==> config.mk <==
export PLATFORM = sky130hd
export DESIGN_NAME = column_vertical_velocity_integrator_unit_flat
export DESIGN_NICKNAME = d
export VERILOG_FILES = /design/src/design/cvvi_pkg.sv /design/src/design/cvvi_if.sv /design/src/design/cvvi_regs.sv /design/src/design/cvvi_ctrl.sv /design/src/design/cvvi_dp.sv /design/src/design/column_vertical_velocity_integrator_unit.sv /design/src/flat_wrapper.sv
export SDC_FILE = /design/constraint.sdc
export NUM_CORES = 2
export LEC_CHECK = 0
export BUFFER_PORTS_ARGS = -buffer_cell sky130_fd_sc_hd__buf_2
export CAP_MARGIN = 25
export CORE_ASPECT_RATIO = 2
export CORE_MARGIN = 1
export CORE_UTILIZATION = 50
export DETAILED_ROUTE_END_ITERATION = 6
export GPL_TIMING_DRIVEN = 0
export PLACE_DENSITY = 0.78
export SLEW_MARGIN = 20
export SYNTH_ARGS = -nofsm -noshare
export SYNTH_HDL_FRONTEND = slang
export SYNTH_SLANG_ARGS = --single-unit
==> constraint.sdc <==
create_clock -name clk -period 27 [get_ports clk]
set_clock_uncertainty 0.15 [all_clocks]
set_input_delay 1.35 -clock clk [delete_from_list [all_inputs] [get_ports clk]]
set_output_delay 1.35 -clock clk [all_outputs]
set_load 0.005 [all_outputs]
==> src/design/cvvi_pkg.sv <==
// ----------------------------------------------------------------------------
// Column vertical velocity integrator - package
// Shared widths, register map, configuration and command types.
// ----------------------------------------------------------------------------
`timescale 1ns / 1ps

package cvvi_pkg;

  localparam int DATA_WIDTH  = 32;
  localparam int SCALE_WIDTH = 32;
  localparam int GAP_WIDTH   = 32;
  localparam int FLAG_WIDTH  = 5;
  localparam int PDATA_WIDTH = 32;
  localparam int PADDR_WIDTH = 4;
  localparam int REG_IDX_WIDTH = 2;

  localparam logic [DATA_WIDTH-1:0] W_MAX = {1'b0, {(DATA_WIDTH-1){1'b1}}};
  localparam logic [DATA_WIDTH-1:0] W_MIN = {1'b1, {(DATA_WIDTH-1){1'b0}}};

  localparam logic [REG_IDX_WIDTH-1:0] REG_UPSTREAM_MODE = 2'd0;
  localparam logic [REG_IDX_WIDTH-1:0] REG_BASAL_MELT    = 2'd1;
  localparam logic [REG_IDX_WIDTH-1:0] REG_INV_DX        = 2'd2;
  localparam logic [REG_IDX_WIDTH-1:0] REG_INV_DY        = 2'd3;

  typedef struct packed {
    logic                   upstream_mode;
    logic                   include_basal_melt;
    logic [SCALE_WIDTH-1:0] inv_dx;
    logic [SCALE_WIDTH-1:0] inv_dy;
  } cfg_t;

  typedef struct packed {
    logic signed [DATA_WIDTH-1:0] u_west;
    logic signed [DATA_WIDTH-1:0] u_center;
    logic signed [DATA_WIDTH-1:0] u_east;
    logic signed [DATA_WIDTH-1:0] v_south;
    logic signed [DATA_WIDTH-1:0] v_center;
    logic signed [DATA_WIDTH-1:0] v_north;
    logic [GAP_WIDTH-1:0]         level_gap;
    logic                         base_level;
    logic [FLAG_WIDTH-1:0]        icy_flags;
    logic signed [DATA_WIDTH-1:0] basal_melt;
  } level_t;

  typedef enum logic [1:0] {
    MSEL_X   = 2'd0,
    MSEL_Y   = 2'd1,
    MSEL_GAP = 2'd2
  } mul_sel_t;

  typedef struct packed {
    logic     load;
    logic     mul_en;
    mul_sel_t mul_sel;
    logic     dx_en;
    logic     div_en;
    logic     w_en;
  } cmd_t;

endpackage

==> src/design/cvvi_if.sv <==
// ----------------------------------------------------------------------------
// Column vertical velocity integrator - channel interfaces
// Level request channel and result channel, valid/ready handshake.
// ----------------------------------------------------------------------------
`timescale 1ns / 1ps

interface cvvi_level_if;
  logic                                   valid;
  logic                                   ready;
  logic signed [cvvi_pkg::DATA_WIDTH-1:0] u_west;
  logic signed [cvvi_pkg::DATA_WIDTH-1:0] u_center;
  logic signed [cvvi_pkg::DATA_WIDTH-1:0] u_east;
  logic signed [cvvi_pkg::DATA_WIDTH-1:0] v_south;
  logic signed [cvvi_pkg::DATA_WIDTH-1:0] v_center;
  logic signed [cvvi_pkg::DATA_WIDTH-1:0] v_north;
  logic [cvvi_pkg::GAP_WIDTH-1:0]         level_gap;
  logic                                   base_level;
  logic [cvvi_pkg::FLAG_WIDTH-1:0]        icy_flags;
  logic signed [cvvi_pkg::DATA_WIDTH-1:0] basal_melt;

  modport source (
    output valid, u_west, u_center, u_east, v_south, v_center, v_north,
           level_gap, base_level, icy_flags, basal_melt,
    input  ready
  );
  modport sink (
    input  valid, u_west, u_center, u_east, v_south, v_center, v_north,
           level_gap, base_level, icy_flags, basal_melt,
    output ready
  );
endinterface

interface cvvi_result_if;
  logic                                   valid;
  logic                                   ready;
  logic signed [cvvi_pkg::DATA_WIDTH-1:0] w_out;

  modport source (output valid, w_out, input ready);
  modport sink (input valid, w_out, output ready);
endinterface

==> src/design/cvvi_regs.sv <==
// ----------------------------------------------------------------------------
// Column vertical velocity integrator - configuration registers
// APB-style register file: mode bits and reciprocal grid spacings.
// ----------------------------------------------------------------------------
`timescale 1ns / 1ps

module cvvi_regs (
  input  logic                             clk,
  input  logic                             rst,
  input  logic                             psel,
  input  logic                             penable,
  input  logic                             pwrite,
  input  logic [cvvi_pkg::PADDR_WIDTH-1:0] paddr,
  input  logic [cvvi_pkg::PDATA_WIDTH-1:0] pwdata,
  output logic [cvvi_pkg::PDATA_WIDTH-1:0] prdata,
  output logic                             pready,
  output cvvi_pkg::cfg_t                   cfg
);

  logic                                    wr;
  logic [cvvi_pkg::REG_IDX_WIDTH-1:0]      idx;

  assign pready = 1'b1;
  assign wr     = psel && penable && pwrite && pready;
  assign idx    = paddr[cvvi_pkg::PADDR_WIDTH-1:2];

  always_ff @(posedge clk) begin
    if (rst) begin
      cfg <= '0;
    end else if (wr) begin
      case (idx)
        cvvi_pkg::REG_UPSTREAM_MODE: cfg.upstream_mode      <= pwdata[0];
        cvvi_pkg::REG_BASAL_MELT:    cfg.include_basal_melt <= pwdata[0];
        cvvi_pkg::REG_INV_DX:        cfg.inv_dx <= pwdata[cvvi_pkg::SCALE_WIDTH-1:0];
        cvvi_pkg::REG_INV_DY:        cfg.inv_dy <= pwdata[cvvi_pkg::SCALE_WIDTH-1:0];
        default: begin
        end
      endcase
    end
  end

  always_comb begin
    case (idx)
      cvvi_pkg::REG_UPSTREAM_MODE:
        prdata = cvvi_pkg::PDATA_WIDTH'(cfg.upstream_mode);
      cvvi_pkg::REG_BASAL_MELT:
        prdata = cvvi_pkg::PDATA_WIDTH'(cfg.include_basal_melt);
      cvvi_pkg::REG_INV_DX: prdata = cvvi_pkg::PDATA_WIDTH'(cfg.inv_dx);
      cvvi_pkg::REG_INV_DY: prdata = cvvi_pkg::PDATA_WIDTH'(cfg.inv_dy);
      default:              prdata = '0;
    endcase
  end

endmodule

==> src/design/cvvi_ctrl.sv <==
// ----------------------------------------------------------------------------
// Column vertical velocity integrator - controller
// Sequences one level through the shared multiplier and the output register.
// ----------------------------------------------------------------------------
`timescale 1ns / 1ps

module cvvi_ctrl (
  input  logic           clk,
  input  logic           rst,
  input  logic           level_valid,
  output logic           level_ready,
  output logic           result_valid,
  input  logic           result_ready,
  output cvvi_pkg::cmd_t cmd
);

  typedef enum logic [5:0] {
    ST_IDLE = 6'b000001,
    ST_MULX = 6'b000010,
    ST_MULY = 6'b000100,
    ST_DIV  = 6'b001000,
    ST_MULG = 6'b010000,
    ST_DONE = 6'b100000
  } state_t;

  state_t state;
  state_t state_next;

  always_comb begin
    state_next  = state;
    cmd         = '0;
    cmd.mul_sel = cvvi_pkg::MSEL_X;
    level_ready = 1'b0;
    case (state)
      ST_IDLE: begin
        level_ready = 1'b1;
        if (level_valid) begin
          cmd.load   = 1'b1;
          state_next = ST_MULX;
        end
      end
      ST_MULX: begin
        cmd.mul_en  = 1'b1;
        cmd.mul_sel = cvvi_pkg::MSEL_X;
        state_next  = ST_MULY;
      end
      ST_MULY: begin
        cmd.dx_en   = 1'b1;
        cmd.mul_en  = 1'b1;
        cmd.mul_sel = cvvi_pkg::MSEL_Y;
        state_next  = ST_DIV;
      end
      ST_DIV: begin
        cmd.div_en = 1'b1;
        state_next = ST_MULG;
      end
      ST_MULG: begin
        cmd.mul_en  = 1'b1;
        cmd.mul_sel = cvvi_pkg::MSEL_GAP;
        state_next  = ST_DONE;
      end
      ST_DONE: begin
        // hold until the output register frees up
        if (!result_valid || result_ready) begin
          cmd.w_en   = 1'b1;
          state_next = ST_IDLE;
        end
      end
      default: state_next = ST_IDLE;
    endcase
  end

  always_ff @(posedge clk) begin
    if (rst) begin
      state        <= ST_IDLE;
      result_valid <= 1'b0;
    end else begin
      state <= state_next;
      if (cmd.w_en) begin
        result_valid <= 1'b1;
      end else if (result_ready) begin
        result_valid <= 1'b0;
      end
    end
  end

endmodule

==> src/design/cvvi_dp.sv <==
// ----------------------------------------------------------------------------
// Column vertical velocity integrator - datapath
// Side weights, shared 33x32 multiplier, divergence and trapezoid update.
// ----------------------------------------------------------------------------
`timescale 1ns / 1ps

module cvvi_dp (
  input  logic                                   clk,
  input  logic                                   rst,
  input  cvvi_pkg::cmd_t                         cmd,
  input  cvvi_pkg::cfg_t                         cfg,
  input  cvvi_pkg::level_t                       lvl,
  output logic signed [cvvi_pkg::DATA_WIDTH-1:0] w_out
);

  localparam int DW     = cvvi_pkg::DATA_WIDTH;
  localparam int MAG_W  = DW + 1;
  localparam int PROD_W = MAG_W + cvvi_pkg::SCALE_WIDTH;

  typedef enum logic [1:0] {
    SH_FULL = 2'd0,
    SH_HALF = 2'd1,
    SH_GAP  = 2'd2
  } shift_t;

  typedef struct packed {
    logic             neg;
    logic [MAG_W-1:0] mag;
    shift_t           sh;
  } mul_op_t;

  function automatic logic [DW-1:0] sat_add(input logic [DW-1:0] a,
                                            input logic [DW-1:0] b);
    logic [DW:0] s;
    s = {a[DW-1], a} + {b[DW-1], b};
    if (s[DW] != s[DW-1]) begin
      return s[DW] ? cvvi_pkg::W_MIN : cvvi_pkg::W_MAX;
    end
    return s[DW-1:0];
  endfunction

  function automatic logic [DW-1:0] sat_sub(input logic [DW-1:0] a,
                                            input logic [DW-1:0] b);
    logic [DW:0] s;
    s = {a[DW-1], a} - {b[DW-1], b};
    if (s[DW] != s[DW-1]) begin
      return s[DW] ? cvvi_pkg::W_MIN : cvvi_pkg::W_MAX;
    end
    return s[DW-1:0];
  endfunction

  function automatic logic [DW-1:0] scale_sat(input logic [PROD_W-1:0] p,
                                              input logic neg, input shift_t sh);
    logic [PROD_W-1:0] r;
    logic [PROD_W-1:0] lim;
    logic [DW-1:0]     m;
    case (sh)
      SH_HALF: r = p >> (cvvi_pkg::SCALE_WIDTH + 1);
      SH_GAP:  r = p >> (cvvi_pkg::GAP_WIDTH / 2 + 1);
      default: r = p >> cvvi_pkg::SCALE_WIDTH;
    endcase
    lim = {{(PROD_W-DW){1'b0}}, cvvi_pkg::W_MAX} + PROD_W'(neg);
    if (r > lim) begin
      r = lim;
    end
    m = r[DW-1:0];
    return neg ? (~m + 1'b1) : m;
  endfunction

  function automatic mul_op_t deriv_op(input logic [DW-1:0] lo, input logic [DW-1:0] c,
                                       input logic [DW-1:0] hi, input logic hi_side,
                                       input logic lo_side);
    logic [DW:0] d;
    mul_op_t     op;
    d     = '0;
    op.sh = SH_FULL;
    if (hi_side && lo_side) begin
      d     = {hi[DW-1], hi} - {lo[DW-1], lo};
      op.sh = SH_HALF;
    end else if (hi_side) begin
      d = {hi[DW-1], hi} - {c[DW-1], c};
    end else if (lo_side) begin
      d = {c[DW-1], c} - {lo[DW-1], lo};
    end
    op.neg = d[DW];
    op.mag = d[DW] ? (~d + 1'b1) : d;
    return op;
  endfunction

  // bit0 high side, bit1 low side
  function automatic logic [1:0] pick_pair(input logic [DW-1:0] lo, input logic [DW-1:0] c,
                                           input logic [DW-1:0] hi);
    logic [DW:0] a;
    logic [DW:0] b;
    logic        a_pos;
    a     = {lo[DW-1], lo} + {c[DW-1], c};
    b     = {c[DW-1], c} + {hi[DW-1], hi};
    a_pos = !a[DW] && (a != '0);
    if (a_pos && !b[DW]) begin
      return 2'b10;
    end
    if (!a_pos && b[DW]) begin
      return 2'b01;
    end
    return 2'b11;
  endfunction

  cvvi_pkg::level_t              lq;
  logic [3:0]                    side_weights;
  logic [cvvi_pkg::SCALE_WIDTH-1:0] x_scale;
  logic [cvvi_pkg::SCALE_WIDTH-1:0] y_scale;
  logic [DW-1:0]                 prev_divergence;
  logic [DW-1:0]                 prev_w;
  logic [DW-1:0]                 dx;
  logic [DW-1:0]                 divergence;
  logic [PROD_W-1:0]             prod;
  logic                          prod_neg;
  shift_t                        prod_sh;

  logic [1:0]                    xw;
  logic [1:0]                    yw;
  logic                          ctr;
  mul_op_t                       op;
  logic [cvvi_pkg::SCALE_WIDTH-1:0] mul_b;
  logic [DW-1:0]                 s_sum;
  logic [DW:0]                   s_ext;
  logic [DW-1:0]                 prod_val;
  logic [DW-1:0]                 melt_w;
  logic [DW-1:0]                 w_next;

  always_comb begin
    ctr = lvl.icy_flags[0];
    xw  = cfg.upstream_mode ? pick_pair(lvl.u_west, lvl.u_center, lvl.u_east) : 2'b11;
    yw  = cfg.upstream_mode ? pick_pair(lvl.v_south, lvl.v_center, lvl.v_north) : 2'b11;
    // drop sides across an ice margin
    xw[0] = xw[0] && (lvl.icy_flags[1] == ctr);
    xw[1] = xw[1] && (lvl.icy_flags[2] == ctr);
    yw[0] = yw[0] && (lvl.icy_flags[3] == ctr);
    yw[1] = yw[1] && (lvl.icy_flags[4] == ctr);
  end

  assign s_sum = sat_add(divergence, prev_divergence);
  assign s_ext = {s_sum[DW-1], s_sum};

  always_comb begin
    case (cmd.mul_sel)
      cvvi_pkg::MSEL_Y: begin
        op    = deriv_op(lq.v_south, lq.v_center, lq.v_north,
                         side_weights[2], side_weights[3]);
        mul_b = y_scale;
      end
      cvvi_pkg::MSEL_GAP: begin
        op.neg = s_sum[DW-1];
        op.mag = s_sum[DW-1] ? (~s_ext + 1'b1) : s_ext;
        op.sh  = SH_GAP;
        mul_b  = lq.level_gap;
      end
      default: begin
        op    = deriv_op(lq.u_west, lq.u_center, lq.u_east,
                         side_weights[0], side_weights[1]);
        mul_b = x_scale;
      end
    endcase
  end

  assign prod_val = scale_sat(prod, prod_neg, prod_sh);
  assign melt_w   = (lq.basal_melt == cvvi_pkg::W_MIN) ? cvvi_pkg::W_MAX
                                                       : (~lq.basal_melt + 1'b1);

  always_comb begin
    if (lq.base_level) begin
      w_next = cfg.include_basal_melt ? melt_w : '0;
    end else begin
      w_next = sat_sub(prev_w, prod_val);
    end
  end

  always_ff @(posedge clk) begin
    if (rst) begin
      side_weights    <= '0;
      x_scale         <= '0;
      y_scale         <= '0;
      prev_divergence <= '0;
      prev_w          <= '0;
    end else begin
      if (cmd.load && lvl.base_level) begin
        side_weights <= {yw, xw};
        x_scale      <= cfg.inv_dx;
        y_scale      <= cfg.inv_dy;
      end
      if (cmd.w_en) begin
        prev_divergence <= divergence;
        prev_w          <= w_next;
      end
    end
  end

  always_ff @(posedge clk) begin
    if (cmd.load) begin
      lq <= lvl;
    end
    if (cmd.mul_en) begin
      prod     <= PROD_W'(op.mag) * PROD_W'(mul_b);
      prod_neg <= op.neg;
      prod_sh  <= op.sh;
    end
    if (cmd.dx_en) begin
      dx <= prod_val;
    end
    if (cmd.div_en) begin
      divergence <= sat_add(dx, prod_val);
    end
    if (cmd.w_en) begin
      w_out <= w_next;
    end
  end

endmodule

==> src/design/column_vertical_velocity_integrator_unit.sv <==
// ----------------------------------------------------------------------------
// Column vertical velocity integrator
// Integrates horizontal divergence up an ice column, one level per request.
// ----------------------------------------------------------------------------
// Send the levels of a column bottom first, the base level flagged.
// A taken level steps through MULX, MULY, DIV, MULG and DONE, where w_out
// and its valid are registered; a new level is taken only back in IDLE,
// as the single 33x32 multiplier is used in turn for the x derivative,
// the y derivative and the trapezoid step. A finished result waits in the
// output register while the next level is taken in; if it is still not
// taken when the next one is done, the block holds. Write the
// configuration registers only while no level is in flight.
`timescale 1ns / 1ps

module column_vertical_velocity_integrator_unit (
  input  logic                             clk,
  input  logic                             rst,
  cvvi_level_if.sink                       level,
  cvvi_result_if.source                    result,
  input  logic                             psel,
  input  logic                             penable,
  input  logic                             pwrite,
  input  logic [cvvi_pkg::PADDR_WIDTH-1:0] paddr,
  input  logic [cvvi_pkg::PDATA_WIDTH-1:0] pwdata,
  output logic [cvvi_pkg::PDATA_WIDTH-1:0] prdata,
  output logic                             pready
);

  cvvi_pkg::cfg_t   cfg;
  cvvi_pkg::cmd_t   cmd;
  cvvi_pkg::level_t lvl;

  assign lvl.u_west     = level.u_west;
  assign lvl.u_center   = level.u_center;
  assign lvl.u_east     = level.u_east;
  assign lvl.v_south    = level.v_south;
  assign lvl.v_center   = level.v_center;
  assign lvl.v_north    = level.v_north;
  assign lvl.level_gap  = level.level_gap;
  assign lvl.base_level = level.base_level;
  assign lvl.icy_flags  = level.icy_flags;
  assign lvl.basal_melt = level.basal_melt;

  cvvi_regs u_regs (
    .clk     (clk),
    .rst     (rst),
    .psel    (psel),
    .penable (penable),
    .pwrite  (pwrite),
    .paddr   (paddr),
    .pwdata  (pwdata),
    .prdata  (prdata),
    .pready  (pready),
    .cfg     (cfg)
  );

  cvvi_ctrl u_ctrl (
    .clk          (clk),
    .rst          (rst),
    .level_valid  (level.valid),
    .level_ready  (level.ready),
    .result_valid (result.valid),
    .result_ready (result.ready),
    .cmd          (cmd)
  );

  cvvi_dp u_dp (
    .clk   (clk),
    .rst   (rst),
    .cmd   (cmd),
    .cfg   (cfg),
    .lvl   (lvl),
    .w_out (result.w_out)
  );

endmodule

==> src/flat_wrapper.sv <==
// flat-port wrapper written by rule: the top's interface ports become plain ports
module column_vertical_velocity_integrator_unit_flat 
  (clk, rst, psel, penable, pwrite, paddr, pwdata, prdata, pready, level_valid, level_u_west, level_u_center, level_u_east, level_v_south, level_v_center, level_v_north, level_level_gap, level_base_level, level_icy_flags, level_basal_melt, level_ready, result_valid, result_w_out, result_ready);
  cvvi_level_if level_i ();
  cvvi_result_if result_i ();
  input  logic clk;
  input  logic rst;
  input  logic psel;
  input  logic penable;
  input  logic pwrite;
  input  logic [cvvi_pkg::PADDR_WIDTH-1:0] paddr;
  input  logic [cvvi_pkg::PDATA_WIDTH-1:0] pwdata;
  output logic [cvvi_pkg::PDATA_WIDTH-1:0] prdata;
  output logic pready;
  input wire logic [$bits(level_i.valid)-1:0] level_valid;
  input wire logic [$bits(level_i.u_west)-1:0] level_u_west;
  input wire logic [$bits(level_i.u_center)-1:0] level_u_center;
  input wire logic [$bits(level_i.u_east)-1:0] level_u_east;
  input wire logic [$bits(level_i.v_south)-1:0] level_v_south;
  input wire logic [$bits(level_i.v_center)-1:0] level_v_center;
  input wire logic [$bits(level_i.v_north)-1:0] level_v_north;
  input wire logic [$bits(level_i.level_gap)-1:0] level_level_gap;
  input wire logic [$bits(level_i.base_level)-1:0] level_base_level;
  input wire logic [$bits(level_i.icy_flags)-1:0] level_icy_flags;
  input wire logic [$bits(level_i.basal_melt)-1:0] level_basal_melt;
  output wire logic [$bits(level_i.ready)-1:0] level_ready;
  output wire logic [$bits(result_i.valid)-1:0] result_valid;
  output wire logic [$bits(result_i.w_out)-1:0] result_w_out;
  input wire logic [$bits(result_i.ready)-1:0] result_ready;
  assign level_i.valid = level_valid;
  assign level_i.u_west = level_u_west;
  assign level_i.u_center = level_u_center;
  assign level_i.u_east = level_u_east;
  assign level_i.v_south = level_v_south;
  assign level_i.v_center = level_v_center;
  assign level_i.v_north = level_v_north;
  assign level_i.level_gap = level_level_gap;
  assign level_i.base_level = level_base_level;
  assign level_i.icy_flags = level_icy_flags;
  assign level_i.basal_melt = level_basal_melt;
  assign level_ready = level_i.ready;
  assign result_valid = result_i.valid;
  assign result_w_out = result_i.w_out;
  assign result_i.ready = result_ready;
  column_vertical_velocity_integrator_unit u_core (.clk(clk), .rst(rst), .level(level_i), .result(result_i), .psel(psel), .penable(penable), .pwrite(pwrite), .paddr(paddr), .pwdata(pwdata), .prdata(prdata), .pready(pready));
endmodule
==> run summary <==
Run status - completed
Grt peak-use layer - met2
Asr flop ratio synth - 0
Die Span Y - 580 um
#FFs+latches synth - 609
Detailed placer's ending HPWL - 322 mm
Commonest non-fill, non-tap cell in the layout - inv_1
Core area - 166,000 um2
Worst R2R End - u_core.u_dp.prod[63]
CTS Hold Bufs - 0
First-pass GRT wire length - 551 mm
Initial Utilization - 0.504
Met2 Use GR - 0.773
Hold Crit Class - reg2reg
Clock Path Buffers - 3
Post-route design area - 91,100 um2
Clk_lat worst skew - 710 ps
Antenna violations before repair - 58
Hold path start - u_core.u_dp.y_scale[31]
CTS Buf Count - 55
Max-slew violation count - 0
Synth Flop Type - edfxtp_1
Syn Area/Cell - 8.62 um2
Worst Tran Pin Value - 1250 ps
Non-filler cells in the finished layout - 12,405
WL/cell - 31.2 um
Logic pwr share - 0.448
Fmax achieved - 59.5 MHz
WP data arrival - 17,210 ps
Setup tns final - 0 ps
Post-synth EDFFs - 404
Final Hold Vio Count - 0
Critical path required time - 27,390 ps
Area Growth Syn to Fin - 9.23%
Max Cap Viol - 0
Drc violations - 0
Switch Pwr - 1.56 mW
Worst hold path stage count - 2
Register share of total power - 0.310
Distinct cells, synth - 104
Clk pwr share - 0.241
CP Max Fanout - 10
CTS tree - yes
GRT overflow - 0
Gpl congestion - 1.14
Number of global-route vias before repair - 80,915
H-Tree Depth - 2
Clock slew at reported path FFs - 70 ps
R2R setup slack - 10,180 ps
Layout Nets - 12,131
Crit-path leading delay family - compound AO/OA/AOI/OAI gates
Sequential element share of the synthesized area - 0.195
Synth Cell Area - 83,400 um2
Switching Fraction - 0.436
Min cycle time layout - 16,820 ps
Yosys warns - 0
Sinks on Clock Net - 609
Post-Syn Nets - 11,638
DRT Wirelength - 387 mm
Placed cells - 12,230
Period utilisation layout - 0.623
Area leader, netlist - fa_1
Worst slew margin - 0.157
Antenna Nets Post-Route - 0
Power Density - 39.3 nW/um2
Final setup vio count - 0
Post-CTS Setup Inserts - 0
Row count - 211
CP Buf/Inv Count - 10
Vias - 79,648
Die area - 169,000 um2
Width of the die - 291 um
Hold EP - u_core.u_dp.y_scale[31]
VDD IR max - 0.0671 mV
Most frequent cells in the layout - 1,306 x inv_1, 974 x nand2_1, 936 x fa_1
Critical path class - reg2reg
1st-iter DRT viols - 7,068
Met3 usage - 0.119
CP max stage cell - a21oi_2
CP max stage delay - 980 ps
Root Buffer - clkbuf_16
CP Capture Type - flip-flop
CP dominant cell by count - fa_1
Layout cells sized above 1 - 0.0710
Post-CTS resize count - 0
Num ports - 372
Cells after synthesis - 9,679
Vias/cell - 6.42
I/O Buffers - 367
Finished Core Util - 0.550
Int Pwr - 2.02 mW
Leak Pwr - 41.0 nW
M1 GR Usage - 0.422
RSZ-0062 raised after global routing - false
Post-synth top area share - 0.225
DP Area - 88,800 um2
Worst r2r src - u_core.u_dp.divergence[0]
Worst setup SP type - flip-flop
R2r worst-path depth - 49
Tot GR Track Use - 0.455
Worst hold slack - 308 ps
Leading post-synthesis cells by cell area - fa_1 22%, edfxtp_1 15%, ha_1 11%, inv_1 5.9%, dfxtp_1 4.9%
Drt first pass iters - 7
Largest net degree at the start of global routing - 65
-- kinds of logic (layout without fill, tap and decap cells) --
group,after synthesis,in the layout,synth area share
AND/OR/NAND/NOR,2863,2863,0.160
AO/OA/AOI/OAI,2311,2311,0.182
buffers and inverters,1778,2318,0.0806
adder cells (fa/ha/maj),1661,1661,0.333
flip-flops,609,609,0.195
XOR/XNOR,363,363,0.0381
multiplexers,93,93,0.0116
other,1,57,0.0000450
-- metrics by stage --
stage	setup WS, ps	power [mW]
2_1_floorplan	14790	2.06
3_3_place_gp	10350	2.62
3_5_place_dp	10690	2.64
4_1_cts	10650	3.50
5_1_grt	9710	3.69
6_report	10180	3.58
-- power by group through the flow --
stage	clock, mW	combinational (mW)	sequential, mW
after floorplan	0	0.934	1.13
after global placement	0	1.47	1.15
after detailed placement	0	1.51	1.13
after CTS	0.868	1.52	1.11
after global routing	0.899	1.67	1.11
final	0.864	1.61	1.11
-- cell type report --
| type | instances | area [um2] |
|---|---|---|
| Antenna cell | 56 | 140 |
| Buffer | 467 | 1820 |
| Clock buffer | 64 | 1460 |
| Clock inverter | 40 | 514 |
| Fill cell | 15387 | 74400 |
| Inverter | 1311 | 4920 |
| Multi-Input combinational cell | 7292 | 60700 |
| Sequential cell | 609 | 16200 |
| Tap cell | 2130 | 2670 |
| Timing Repair Buffer | 436 | 2660 |
-- worst register-to-register path, delay by kind of cell (launching register included) --
family / cells / cell delay [ps]
flops: 1 / 360
fa+ha+maj: 12 / 5470
buf+inv: 10 / 1930
xor+xnor: 1 / 260
simple gates: 9 / 1810
compound gates: 17 / 6630
-- per-layer routing --
metal | vias to the layer above | routed length [um] | share of wire
li1 | 34192 | - | -
met1 | 38711 | 117000 | 0.30
met2 | 4735 | 186000 | 0.48
met3 | 1998 | 31600 | 0.082
met4 | 12 | 52000 | 0.13
met5 | - | 92 | 0.00024
-- flip-flops by register name (all words and copies together) (netlist names) --
register,count
u_core.u_ctrl.result_valid,1
u_core.u_dp.prod_neg,1
u_core.u_dp.prev_divergence,32
u_core.u_dp.lq,257
u_core.u_dp.dx,32
u_core.u_dp.prod,48
u_core.u_dp.divergence,32
u_core.u_dp.x_scale,32
u_core.u_dp.prod_sh,2
u_core.u_dp.y_scale,32
u_core.u_regs.cfg,66
u_core.u_dp.w_out,32
u_core.u_dp.prev_w,32
u_core.u_ctrl.state,6
u_core.u_dp.side_weights,4
-- synthesized netlist by cell type, drive strengths merged, types with 19 or more instances --
cell type  count
inv         1308
nand2        975
fa           936
nor2         735
ha           718
a21oi        673
o21ai        406
edfxtp       404
clkbuf       398
nand3        252
a21o         239
xnor2        221
dfxtp        205
nor3         198
nand2b       156
xor2         142
a211oi       139
o21a         123
o211ai        92
nor2b         91
nand4         89
and2          84
a22oi         79
a31oi         79
mux2i         76
and3          71
buf           69
o21bai        61
or3           46
o31ai         44
a311oi        40
nor4          36
a211o         33
or2           31
a2111oi       27
a221oi        26
o41ai         22
a31o          21
a21boi        19
nand3b        19
-- worst max path at each step --
stage          slack, ps                    to                      start  cells past startpoint
3_5_place_dp       10690  u_core.u_dp.prod[64]  u_core.u_dp.divergence[0]                     49
3_3_place_gp       10350  u_core.u_dp.prod[63]  u_core.u_dp.divergence[0]                     49
6_report           10180  u_core.u_dp.prod[63]  u_core.u_dp.divergence[0]                     49
5_1_grt             9710  u_core.u_dp.prod[63]  u_core.u_dp.divergence[0]                     49
2_1_floorplan      14790  u_core.u_dp.prod[61]  u_core.u_dp.divergence[0]                     49
4_1_cts            10650  u_core.u_dp.prod[63]  u_core.u_dp.divergence[0]                     49
(Power assumes the default switching activity.)
